File: src/sv/bounded_list_add_remove_get_core_assert.svh
// Assertion macros for the bounded list core.
`ifndef BOUNDED_LIST_ADD_REMOVE_GET_CORE_ASSERT_SVH
`define BOUNDED_LIST_ADD_REMOVE_GET_CORE_ASSERT_SVH

// Same-cycle implication, disabled while reset is asserted.
`define BLARG_ASSERT_NOW(lbl, ante, cons, msg) \
    lbl: assert property (@(posedge i_clk) disable iff (!i_rst_n) (ante) |-> (cons)) \
        else $error(msg);

// Next-cycle implication, disabled while reset is asserted.
`define BLARG_ASSERT_NXT(lbl, ante, cons, msg) \
    lbl: assert property (@(posedge i_clk) disable iff (!i_rst_n) (ante) |=> (cons)) \
        else $error(msg);

`endif

File: src/sv/blarg_pkg.sv
// Shared types and codes of the bounded list core.
package blarg_pkg;

    localparam int OP_W   = 2;
    localparam int DATA_W = 32;
    localparam int IDX_W  = 4;
    localparam int STAT_W = 2;
    localparam int CNT_W  = 5;

    typedef enum logic [OP_W-1:0] {
        OP_ADD    = 2'd0,
        OP_REMOVE = 2'd1,
        OP_GET    = 2'd2
    } t_op;

    typedef enum logic [STAT_W-1:0] {
        STAT_OK     = 2'd0,
        STAT_FULL   = 2'd1,
        STAT_ABSENT = 2'd2,
        STAT_RANGE  = 2'd3
    } t_status;

    typedef enum logic [3:0] {
        S_IDLE   = 4'b0001,
        S_MATCH  = 4'b0010,
        S_PREFIX = 4'b0100,
        S_COMMIT = 4'b1000
    } t_state;

    typedef struct packed {
        logic load;
        logic match;
        logic prefix;
        logic commit;
    } t_cmd;

    typedef struct packed {
        logic prefix_done;
    } t_sts;

endpackage

File: src/sv/bounded_list_add_remove_get_core.sv
// Top level of the bounded list core with add, remove-by-value and get-by-index.
//
//   channel   valid     stall     payload
//   input     i_valid   o_stall   i_operation, i_value, i_index
//   output    o_valid   i_stall   o_status, o_data, o_entry_count
//
// Add, get and unused codes pass through accept, then commit to the result register.
// Remove passes through accept, one parallel compare over all cells,
// clog2(CAPACITY) prefix-OR levels that locate the first match, then commit and shift.
// Synchronous reset clears the held count and controller, not the cells or the output registers.
// A stalled result holds in the output register; the next item is accepted meanwhile and
// waits at commit until the result is taken.
`include "bounded_list_add_remove_get_core_assert.svh"

module bounded_list_add_remove_get_core #(
    parameter int CAPACITY    = 16,
    parameter int VALUE_WIDTH = 32
) (
    input  logic                            i_clk,
    input  logic                            i_rst_n,
    input  logic                            i_valid,
    output logic                            o_stall,
    input  logic [blarg_pkg::OP_W-1:0]      i_operation,
    input  logic [blarg_pkg::DATA_W-1:0]    i_value,
    input  logic [blarg_pkg::IDX_W-1:0]     i_index,
    output logic                            o_valid,
    input  logic                            i_stall,
    output logic [blarg_pkg::STAT_W-1:0]    o_status,
    output logic [blarg_pkg::DATA_W-1:0]    o_data,
    output logic [blarg_pkg::CNT_W-1:0]     o_entry_count
);

    blarg_pkg::t_cmd w_cmd;
    blarg_pkg::t_sts w_sts;

    blarg_ctrl u_ctrl (
        .i_clk       (i_clk),
        .i_rst_n     (i_rst_n),
        .i_valid     (i_valid),
        .i_operation (i_operation),
        .o_stall     (o_stall),
        .o_valid     (o_valid),
        .i_stall     (i_stall),
        .i_sts       (w_sts),
        .o_cmd       (w_cmd)
    );

    blarg_dpath #(
        .CAPACITY    (CAPACITY),
        .VALUE_WIDTH (VALUE_WIDTH)
    ) u_dpath (
        .i_clk         (i_clk),
        .i_rst_n       (i_rst_n),
        .i_cmd         (w_cmd),
        .o_sts         (w_sts),
        .i_operation   (i_operation),
        .i_value       (i_value),
        .i_index       (i_index),
        .o_status      (o_status),
        .o_data        (o_data),
        .o_entry_count (o_entry_count)
    );

    `BLARG_ASSERT_NXT(a_one_item_at_a_time, i_valid && !o_stall, o_stall, "second item accepted while busy")
    `BLARG_ASSERT_NOW(a_full_at_capacity, o_valid && (o_status == blarg_pkg::STAT_FULL), o_entry_count == blarg_pkg::CNT_W'(CAPACITY), "full status with count below capacity")
    `BLARG_ASSERT_NOW(a_error_no_data, o_valid && (o_status != blarg_pkg::STAT_OK), o_data == '0, "error result carries data")

endmodule

File: src/sv/blarg_ctrl.sv
// Controller state machine of the bounded list core.
module blarg_ctrl (
    input  logic                          i_clk,
    input  logic                          i_rst_n,
    input  logic                          i_valid,
    input  logic [blarg_pkg::OP_W-1:0]    i_operation,
    output logic                          o_stall,
    output logic                          o_valid,
    input  logic                          i_stall,
    input  blarg_pkg::t_sts               i_sts,
    output blarg_pkg::t_cmd               o_cmd
);

    blarg_pkg::t_state r_state, n_state;
    logic              r_out_valid, n_out_valid;
    logic              w_out_free;

    assign w_out_free = !r_out_valid || !i_stall;
    assign o_stall    = (r_state != blarg_pkg::S_IDLE);
    assign o_valid    = r_out_valid;

    always_comb begin
        n_state     = r_state;
        o_cmd       = '0;
        n_out_valid = r_out_valid && i_stall;
        case (r_state)
            blarg_pkg::S_IDLE: begin
                if (i_valid) begin
                    o_cmd.load = 1'b1;
                    if (i_operation == blarg_pkg::OP_REMOVE) begin
                        n_state = blarg_pkg::S_MATCH;
                    end else begin
                        n_state = blarg_pkg::S_COMMIT;
                    end
                end
            end
            blarg_pkg::S_MATCH: begin
                o_cmd.match = 1'b1;
                n_state     = blarg_pkg::S_PREFIX;
            end
            blarg_pkg::S_PREFIX: begin
                o_cmd.prefix = 1'b1;
                if (i_sts.prefix_done) begin
                    n_state = blarg_pkg::S_COMMIT;
                end
            end
            blarg_pkg::S_COMMIT: begin
                // hold the result until the output slot frees up
                if (w_out_free) begin
                    o_cmd.commit = 1'b1;
                    n_out_valid  = 1'b1;
                    n_state      = blarg_pkg::S_IDLE;
                end
            end
            default: begin
                n_state = blarg_pkg::S_IDLE;
            end
        endcase
    end

    always_ff @(posedge i_clk) begin
        if (!i_rst_n) begin
            r_state     <= blarg_pkg::S_IDLE;
            r_out_valid <= 1'b0;
        end else begin
            r_state     <= n_state;
            r_out_valid <= n_out_valid;
        end
    end

endmodule

File: src/sv/blarg_dpath.sv
// Datapath of the bounded list core: entry cells, match search and result registers.
module blarg_dpath #(
    parameter int CAPACITY    = 16,
    parameter int VALUE_WIDTH = 32
) (
    input  logic                            i_clk,
    input  logic                            i_rst_n,
    input  blarg_pkg::t_cmd                 i_cmd,
    output blarg_pkg::t_sts                 o_sts,
    input  logic [blarg_pkg::OP_W-1:0]      i_operation,
    input  logic [blarg_pkg::DATA_W-1:0]    i_value,
    input  logic [blarg_pkg::IDX_W-1:0]     i_index,
    output logic [blarg_pkg::STAT_W-1:0]    o_status,
    output logic [blarg_pkg::DATA_W-1:0]    o_data,
    output logic [blarg_pkg::CNT_W-1:0]     o_entry_count
);

    localparam int DW       = blarg_pkg::DATA_W;
    localparam int IW       = blarg_pkg::IDX_W;
    localparam int CW       = blarg_pkg::CNT_W;
    localparam int HELD_W   = $clog2(CAPACITY + 1);
    localparam int LEVELS   = $clog2(CAPACITY);
    localparam int LVL_W    = (LEVELS > 1) ? $clog2(LEVELS) : 1;
    localparam int GET_SPAN = (CAPACITY < (1 << IW)) ? CAPACITY : (1 << IW);
    localparam int CMP_W    = (HELD_W > IW) ? HELD_W : IW;

    logic [VALUE_WIDTH-1:0]          r_cells [CAPACITY];
    logic [HELD_W-1:0]               r_held, n_held;
    logic [blarg_pkg::OP_W-1:0]      r_op;
    logic [VALUE_WIDTH-1:0]          r_value;
    logic [IW-1:0]                   r_index;
    logic [CAPACITY-1:0]             r_match;
    logic [LVL_W-1:0]                r_level;
    logic [blarg_pkg::STAT_W-1:0]    r_status, n_status;
    logic [DW-1:0]                   r_data, n_data;
    logic [CW-1:0]                   r_count;

    logic [VALUE_WIDTH-1:0]          w_get_word;
    logic                            w_full;
    logic                            w_found;
    logic                            w_in_range;

    assign w_full     = (r_held == HELD_W'(CAPACITY));
    // prefix OR leaves the top bit set when any held entry matched
    assign w_found    = r_match[CAPACITY-1];
    assign w_in_range = (CMP_W'(r_index) < CMP_W'(r_held));

    assign o_sts.prefix_done = (r_level == LVL_W'(LEVELS - 1));

    always_comb begin
        w_get_word = '0;
        for (int i = 0; i < GET_SPAN; i++) begin
            if (r_index == IW'(i)) begin
                w_get_word = r_cells[i];
            end
        end
    end

    always_comb begin
        n_held   = r_held;
        n_status = blarg_pkg::STAT_OK;
        n_data   = '0;
        case (r_op)
            blarg_pkg::OP_ADD: begin
                if (w_full) begin
                    n_status = blarg_pkg::STAT_FULL;
                end else begin
                    n_held = r_held + HELD_W'(1);
                end
            end
            blarg_pkg::OP_REMOVE: begin
                if (w_found) begin
                    n_held = r_held - HELD_W'(1);
                end else begin
                    n_status = blarg_pkg::STAT_ABSENT;
                end
            end
            blarg_pkg::OP_GET: begin
                if (w_in_range) begin
                    n_data = DW'(w_get_word);
                end else begin
                    n_status = blarg_pkg::STAT_RANGE;
                end
            end
            default: begin
                n_status = blarg_pkg::STAT_OK;
            end
        endcase
    end

    // control registers
    always_ff @(posedge i_clk) begin
        if (!i_rst_n) begin
            r_held  <= '0;
            r_level <= '0;
        end else begin
            if (i_cmd.commit) begin
                r_held <= n_held;
            end
            if (i_cmd.match) begin
                r_level <= '0;
            end else if (i_cmd.prefix) begin
                r_level <= r_level + LVL_W'(1);
            end
        end
    end

    // payload registers
    always_ff @(posedge i_clk) begin
        if (i_cmd.load) begin
            r_op    <= i_operation;
            r_value <= VALUE_WIDTH'(i_value);
            r_index <= i_index;
        end
        if (i_cmd.match) begin
            for (int i = 0; i < CAPACITY; i++) begin
                r_match[i] <= (HELD_W'(i) < r_held) && (r_cells[i] == r_value);
            end
        end else if (i_cmd.prefix) begin
            // one parallel prefix-OR level; all levels mark cells at or above the first match
            r_match <= r_match | (r_match << (1 << r_level));
        end
        if (i_cmd.commit) begin
            r_status <= n_status;
            r_data   <= n_data;
            r_count  <= CW'(n_held);
            if (r_op == blarg_pkg::OP_ADD && !w_full) begin
                for (int i = 0; i < CAPACITY; i++) begin
                    if (r_held == HELD_W'(i)) begin
                        r_cells[i] <= r_value;
                    end
                end
            end
            if (r_op == blarg_pkg::OP_REMOVE && w_found) begin
                // close the gap: cells from the first match upward take their upper neighbor
                for (int i = 0; i < CAPACITY - 1; i++) begin
                    if (r_match[i]) begin
                        r_cells[i] <= r_cells[i+1];
                    end
                end
            end
        end
    end

    assign o_status      = r_status;
    assign o_data        = r_data;
    assign o_entry_count = r_count;

endmodule
File: config.mk
export PLATFORM = sky130hd
export DESIGN_NAME = bounded_list_add_remove_get_core
export DESIGN_NICKNAME = d
export VERILOG_FILES = /design/src/sv/blarg_pkg.sv /design/src/sv/bounded_list_add_remove_get_core.sv /design/src/sv/blarg_ctrl.sv /design/src/sv/blarg_dpath.sv
export VERILOG_INCLUDE_DIRS = /design/src /design/src/sv
export SDC_FILE = /design/constraint.sdc
export NUM_CORES = 1
export LEC_CHECK = 0
export BUFFER_PORTS_ARGS = -buffer_cell sky130_fd_sc_hd__clkbuf_2
export CAP_MARGIN = 20
export CORE_MARGIN = 4
export CORE_UTILIZATION = 55
export DETAILED_ROUTE_END_ITERATION = 10
export MAX_ROUTING_LAYER = met4
export PLACE_DENSITY_LB_ADDON = 0.15
export SLEW_MARGIN = 25
export SYNTH_ARGS = -nofsm -noshare
export SYNTH_HDL_FRONTEND = slang
export SYNTH_SLANG_ARGS = --single-unit
export TNS_END_PERCENT = 20
File: constraint.sdc
create_clock -name i_clk -period 12.08 [get_ports i_clk]
set_clock_uncertainty 0.2 [all_clocks]
set_input_delay 0.604 -clock i_clk [delete_from_list [all_inputs] [get_ports i_clk]]
set_output_delay 0.604 -clock i_clk [all_outputs]
set_load 0.005 [all_outputs]
# After elaboration in Yosys (flattened, before gate mapping)
# Memory sizes are Yosys's and may differ from the RTL's.
# Index checks and enable logic that the tools add are counted.
# op_classes
reduce_logical	31
magnitude_cmp	17
eq_ne	59
shifts	2
n_mux	180
add_sub_neg	3
n_bitwise	17
# op_table
operator	count
2-to-1 mux 32 bit	32
equality test 32 bit	16
2-to-1 mux 1 bit	134
equality test 5 x 4 -> 1 bit (second input constant)	8
less-than comparator 4 x 5 -> 1 bit (first input constant)	8
equality test 4 bit (second input constant)	9
2-to-1 mux 16 bit	2
OR reduction 32 bit	1
left shift 1 x 2 -> 32 bit (first input constant)	1
left shift 16 x 32 -> 16 bit	1
equality test 4 x 3 -> 1 bit (second input constant)	5
equality test 5 x 3 -> 1 bit (second input constant)	4
less-than comparator 3 x 5 -> 1 bit (first input constant)	4
2-to-1 mux 4 bit	5
logical AND 1 bit	19
bitwise OR 16 bit	1
one-hot mux 4 bit (4 select lines)	1
bitwise OR 1 bit	15
equality test 4 x 2 -> 1 bit (second input constant)	3
equality test 5 x 2 -> 1 bit (second input constant)	2
less-than comparator 1 x 5 -> 1 bit (first input constant)	2
less-than comparator 2 x 5 -> 1 bit (first input constant)	2
2-to-1 mux 5 bit	2
one-hot mux 5 bit (2 select lines)	1
24 further kinds	31
# word_totals
inputBits	42
output_inout_bits	41
mem_bits_rw	512
n_memories	1
regBits	105
word_cells	321
# mem_list
memory	words	width	rd	rd_clocked_by_memory_dff	write_ports	line	rtl
u_dpath.r_cells	16	32	16	0	15	blarg_dpath.sv:27	logic [VALUE_WIDTH-1:0] r_cells [CAPACITY];

# Longest topological paths before layout
# depth
ltp_word	17
ltp_mapped	13
depth_no_buf	8

# By module
# From an unflattened synthesis, not the netlist that was laid out.
# hier_totals
cells_unflattened	3814
area_unflattened_um2	37170.6
# modules_own_cells
mod	seq_area_each_um2	n_inst	area_each_um2	cells_per_inst
blarg_dpath	18307.6	1	36885.4	3787
blarg_ctrl	100.1	1	285.3	27

# Least setup slack after synthesis
# OpenSTA, ideal clock, no wires.
# synth_path
path_type	reg2reg
startpoint	register u_ctrl.r_state[2]
endpoint	memory u_dpath.r_cells[15][0] (netlist: u_dpath.r_cells[0][480]), enable pin
path_buffers	1
setup_slack_ns	7.431
arrival_ns	3.988
required_ns	11.419
stages_incl_launch_ff	7
setup_ns	0.461
period_less_slack_ns	4.649
path_cell_list	dfxtp_1 > or4b_4 > nand2b_1 > buf_2 > clkinv_2 > nand2_2 > nor3_1
# synth_rtl
item	line	rtl
start, declared	blarg_ctrl.sv:14	blarg_pkg::t_state r_state, n_state;
start signal, assigned	blarg_ctrl.sv:63	r_state <= blarg_pkg::S_IDLE;
start signal, assigned	blarg_ctrl.sv:66	r_state <= n_state;
end, declared	blarg_dpath.sv:27	

==> summary.txt <==
Status
  • Status: completed

Synth
  • Synthesized area: 38800 um2
  • Top cell type's share of synthesized area: 46.8%
  • Seq cells post-synth: 617
  • Yosys Warn Count: 0
  • Top post-synthesis cells by area: edfxtp_1 (47%), mux2_4 (8.7%), xor2_1 (6.2%)
  • Post-synth ARST share: 0%
  • Sequential cell area fraction in the yosys report: 47.5%
  • Commonest cells post-synth: edfxtp_1 (605), nand2_1 (373), a21oi_1 (320)
  • Number of enable flip-flop cells after synthesis: 605
  • Post-Synthesis Cells: 3532
  • Synth Area per Inst: 11.0 um2
  • Synth Net Count: 3586
  • Post-synth cell types: 74
  • Cell with the most instances after synthesis: edfxtp_1
  • Synth area leader: edfxtp_1
  • Synth Flop Type: edfxtp_1

Clock tree
  • CTS tree: yes
  • CTS buffer count: 73
  • CTS Sinks: 617
  • Clock slew at reported path FFs: 0.06 ns
  • Maximum clock insertion buffer count: 3
  • Post-cts sizing count: 0
  • Post-CTS setup repair buffer count: 0
  • Htree depth: 3
  • Clock root cell: clkbuf_16
  • Worst skew pair latency: 0.65 ns

Placement
  • PortBufs: 82
  • HPWL after DPL: 104 mm
  • GP Congestion: 1.03

GRT
  • Total grt overflow: 0
  • Largest net degree at the start of global routing: 148
  • First-pass GRT wire length: 215 mm
  • Tot GR Track Use: 40.9%
  • Vias in the first global route: 29.2k
  • Initial antenna violation count: 10

STA
  • Final Slew Violations: 0
  • Final Critical Period: 6.30 ns
  • Tcrit/Tclk final: 52.2%
  • Slew @ Worst Pin: 1.25 ns
  • RSZ-0062 raised after global routing: false
  • Max Clk Rate: 0.159 GHz
  • Setup violation total in the final timing report: 0
  • Final Hold Viols: 0
  • Post-route setup TNS: 0 ns
  • Max-Slew Margin vs Limit: 16.3%
  • Worst hold slack: 0.113 ns

Route
  • Drc violations: 0
  • Iter 0 DRT Violations: 5377
  • Pre-antenna DRT Iters: 8
  • Vias: 31.2k
  • Vias per cell: 6.95
  • Final wirelength: 152 mm
  • Antenna viol nets, final: 0
  • WL/cell: 33.9 um

Min path
  • Hold path depth: 2
  • Worst hold endpoint: u_dpath.r_held[1]$_SDFFE_PN0P_
  • Min-delay src: i_rst_n
  • Min-delay worst type: input port to flop

Worst setup path
  • R2R Path Start: u_ctrl.r_state[0]$_SDFFE_PN1P_
  • Critical path endpoint category: flop
  • Req. time, crit path: 12.28 ns
  • Setup crit start kind: flop
  • CP max FO: 88
  • Worst path arrival time: 6.50 ns
  • Reg2Reg Setup Slack: 5.78 ns
  • Setup CP Type: flop to flop
  • Register-to-Register Path Depth: 13
  • RR Endpoint: u_dpath.r_cells[0][12]$_DFFE_PP_

Finish
  • FILL cells: 5810
  • Area growth syn-to-layout: 9.90%
  • Fraction of layout cells with a size suffix above 1: 16.5%
  • NumNets Final: 3540

Power and ir drop
  • Tot Pwr: 0.00568 W
  • Worst vdd ir: 0.000103 V
  • Power per cell area: 133 nW/um2
  • Pleak: 15.5 nW

Floorplanning
  • Starting Density: 55.5%
  • IO Pins: 83
  • Core Box Area: 69900 um2
  • Die Wd: 274 um
  • # rows: 97
  • Die ar.: 74800 um2
  • Die Ht: 274 um

Flow run
  • Max-cap violations: 0
==> cell usage in the layout (no fill, tap or decap), drive strengths merged, types with 11 or more instances in the layout <==
cell / instances
edfxtp: 605
nand2: 374
a21oi: 320
mux2: 319
xor2: 276
xnor2: 242
nor2: 198
clkbuf: 177
o21ai: 102
buf: 96
mux2i: 91
nor4: 91
nand4: 79
nand3: 55
o22ai: 49
nor3: 48
nor2b: 47
dlygate4sd3: 38
clkinv: 32
a221oi: 21
inv: 21
a211oi: 20
mux4: 19
a22oi: 17
o211ai: 16
o221ai: 14
a21o: 12
ha: 12
dfxtp: 12
a31oi: 11
==> worst max path at each step <==
stage	start	end	slack, ns	depth (start not counted)
2_1_floorplan	u_ctrl.r_state[2]$_SDFFE_PN0P_	u_dpath.r_cells[0][480]$_DFFE_PP_	7.43	6
3_5_place_dp	i_stall	u_dpath.r_cells[0][23]$_DFFE_PP_	5.61	13
4_1_cts	u_ctrl.r_state[0]$_SDFFE_PN1P_	u_dpath.r_cells[0][11]$_DFFE_PP_	5.75	12
6_report	u_ctrl.r_state[0]$_SDFFE_PN1P_	u_dpath.r_cells[0][12]$_DFFE_PP_	5.78	13
5_1_grt	u_ctrl.r_state[0]$_SDFFE_PN1P_	u_dpath.r_cells[0][43]$_DFFE_PP_	5.44	13
3_3_place_gp	i_stall	u_dpath.r_cells[0][43]$_DFFE_PP_	5.71	13
==> layout make-up <==
type / instances / area [um2] / share of cell area [%]
inverters: 21 / 80.1 / 0.188
repair buffers: 216 / 1650 / 3.87
flip-flops and latches: 617 / 18400 / 43.2
multi-input cells: 2557 / 19000 / 44.5
clock inverters: 38 / 300 / 0.704
clock buffers: 95 / 2000 / 4.70
well taps: 940 / 1180 / 2.76
diodes: 10 / 25.0 / 0.0587
==> state kept, by name, indices dropped and copies added (netlist names) <==
register               cells
u_dpath.r_cells          512
u_dpath.o_data            32
u_dpath.r_value           32
u_dpath.r_match           16
u_dpath.o_entry_count      5
u_dpath.r_held             5
u_ctrl.r_state             4
u_dpath.r_index            4
u_dpath.o_status           2
u_dpath.r_level            2
u_dpath.r_op               2
u_ctrl.o_valid             1
==> through the flow <==
step | instances | cell area [um2] | setup slack, ns | utilization [%]
after floorplan | 3532 | 38800 | 7.43 | -
after detailed placement | 4312 | 39900 | 5.61 | 57.0
after CTS | 4483 | 42500 | 5.75 | 60.9
final | 4494 | 42600 | 5.78 | 61.0
after global placement | 4309 | 39800 | 5.71 | 56.9
after global routing | 4493 | 42600 | 5.44 | 61.0
==> cells by family (layout without fill, tap and decap cells) <==
group / count (synthesis) / in the layout / synth area share [%]
buffers and inverters: 358 / 370 / 4.07
and+or+nand+nor: 936 / 936 / 11.2
DFF: 617 / 617 / 47.5
other: 0 / 10 / 0
muxes: 429 / 429 / 14.9
AOI/OAI and AO/OA: 662 / 662 / 10.3
adders and majority gates: 12 / 12 / 0.387
xor gates and xnor gates: 518 / 518 / 11.7
==> routing by layer <==
metal  GRT usage (%)  wire length, um
met1            53.3            57000
met4            21.6            10500
met5               -                0
met3            10.9            19400
met2            58.7            65600
==> worst max-delay path, stage by stage, from the launching register on <==
cell,delay [ns]
dfxtp_1,0.42
or4b_4,0.19
nand2b_1,0.10
buf_4,0.29
clkinv_2,0.75
nand2_2,0.46
nor4_4,0.07
buf_4,0.28
nor4b_2,0.30
buf_6,0.64
buf_4,0.80
buf_12,0.53
buf_16,0.43
mux2_1,0.36
==> power breakdown <==
group / switching (W) / internal (W)
clock network: 0.000935 / 0.00127
registers: 0.0000281 / 0.00240
logic: 0.000665 / 0.000375
total: 0.00163 / 0.00405
==> repair_timing <==
item,CTS,global route
setup endpoints to repair,0,0
hold endpoints to repair,38,0
hold buffers,38,0
(Power assumes the default switching activity.)
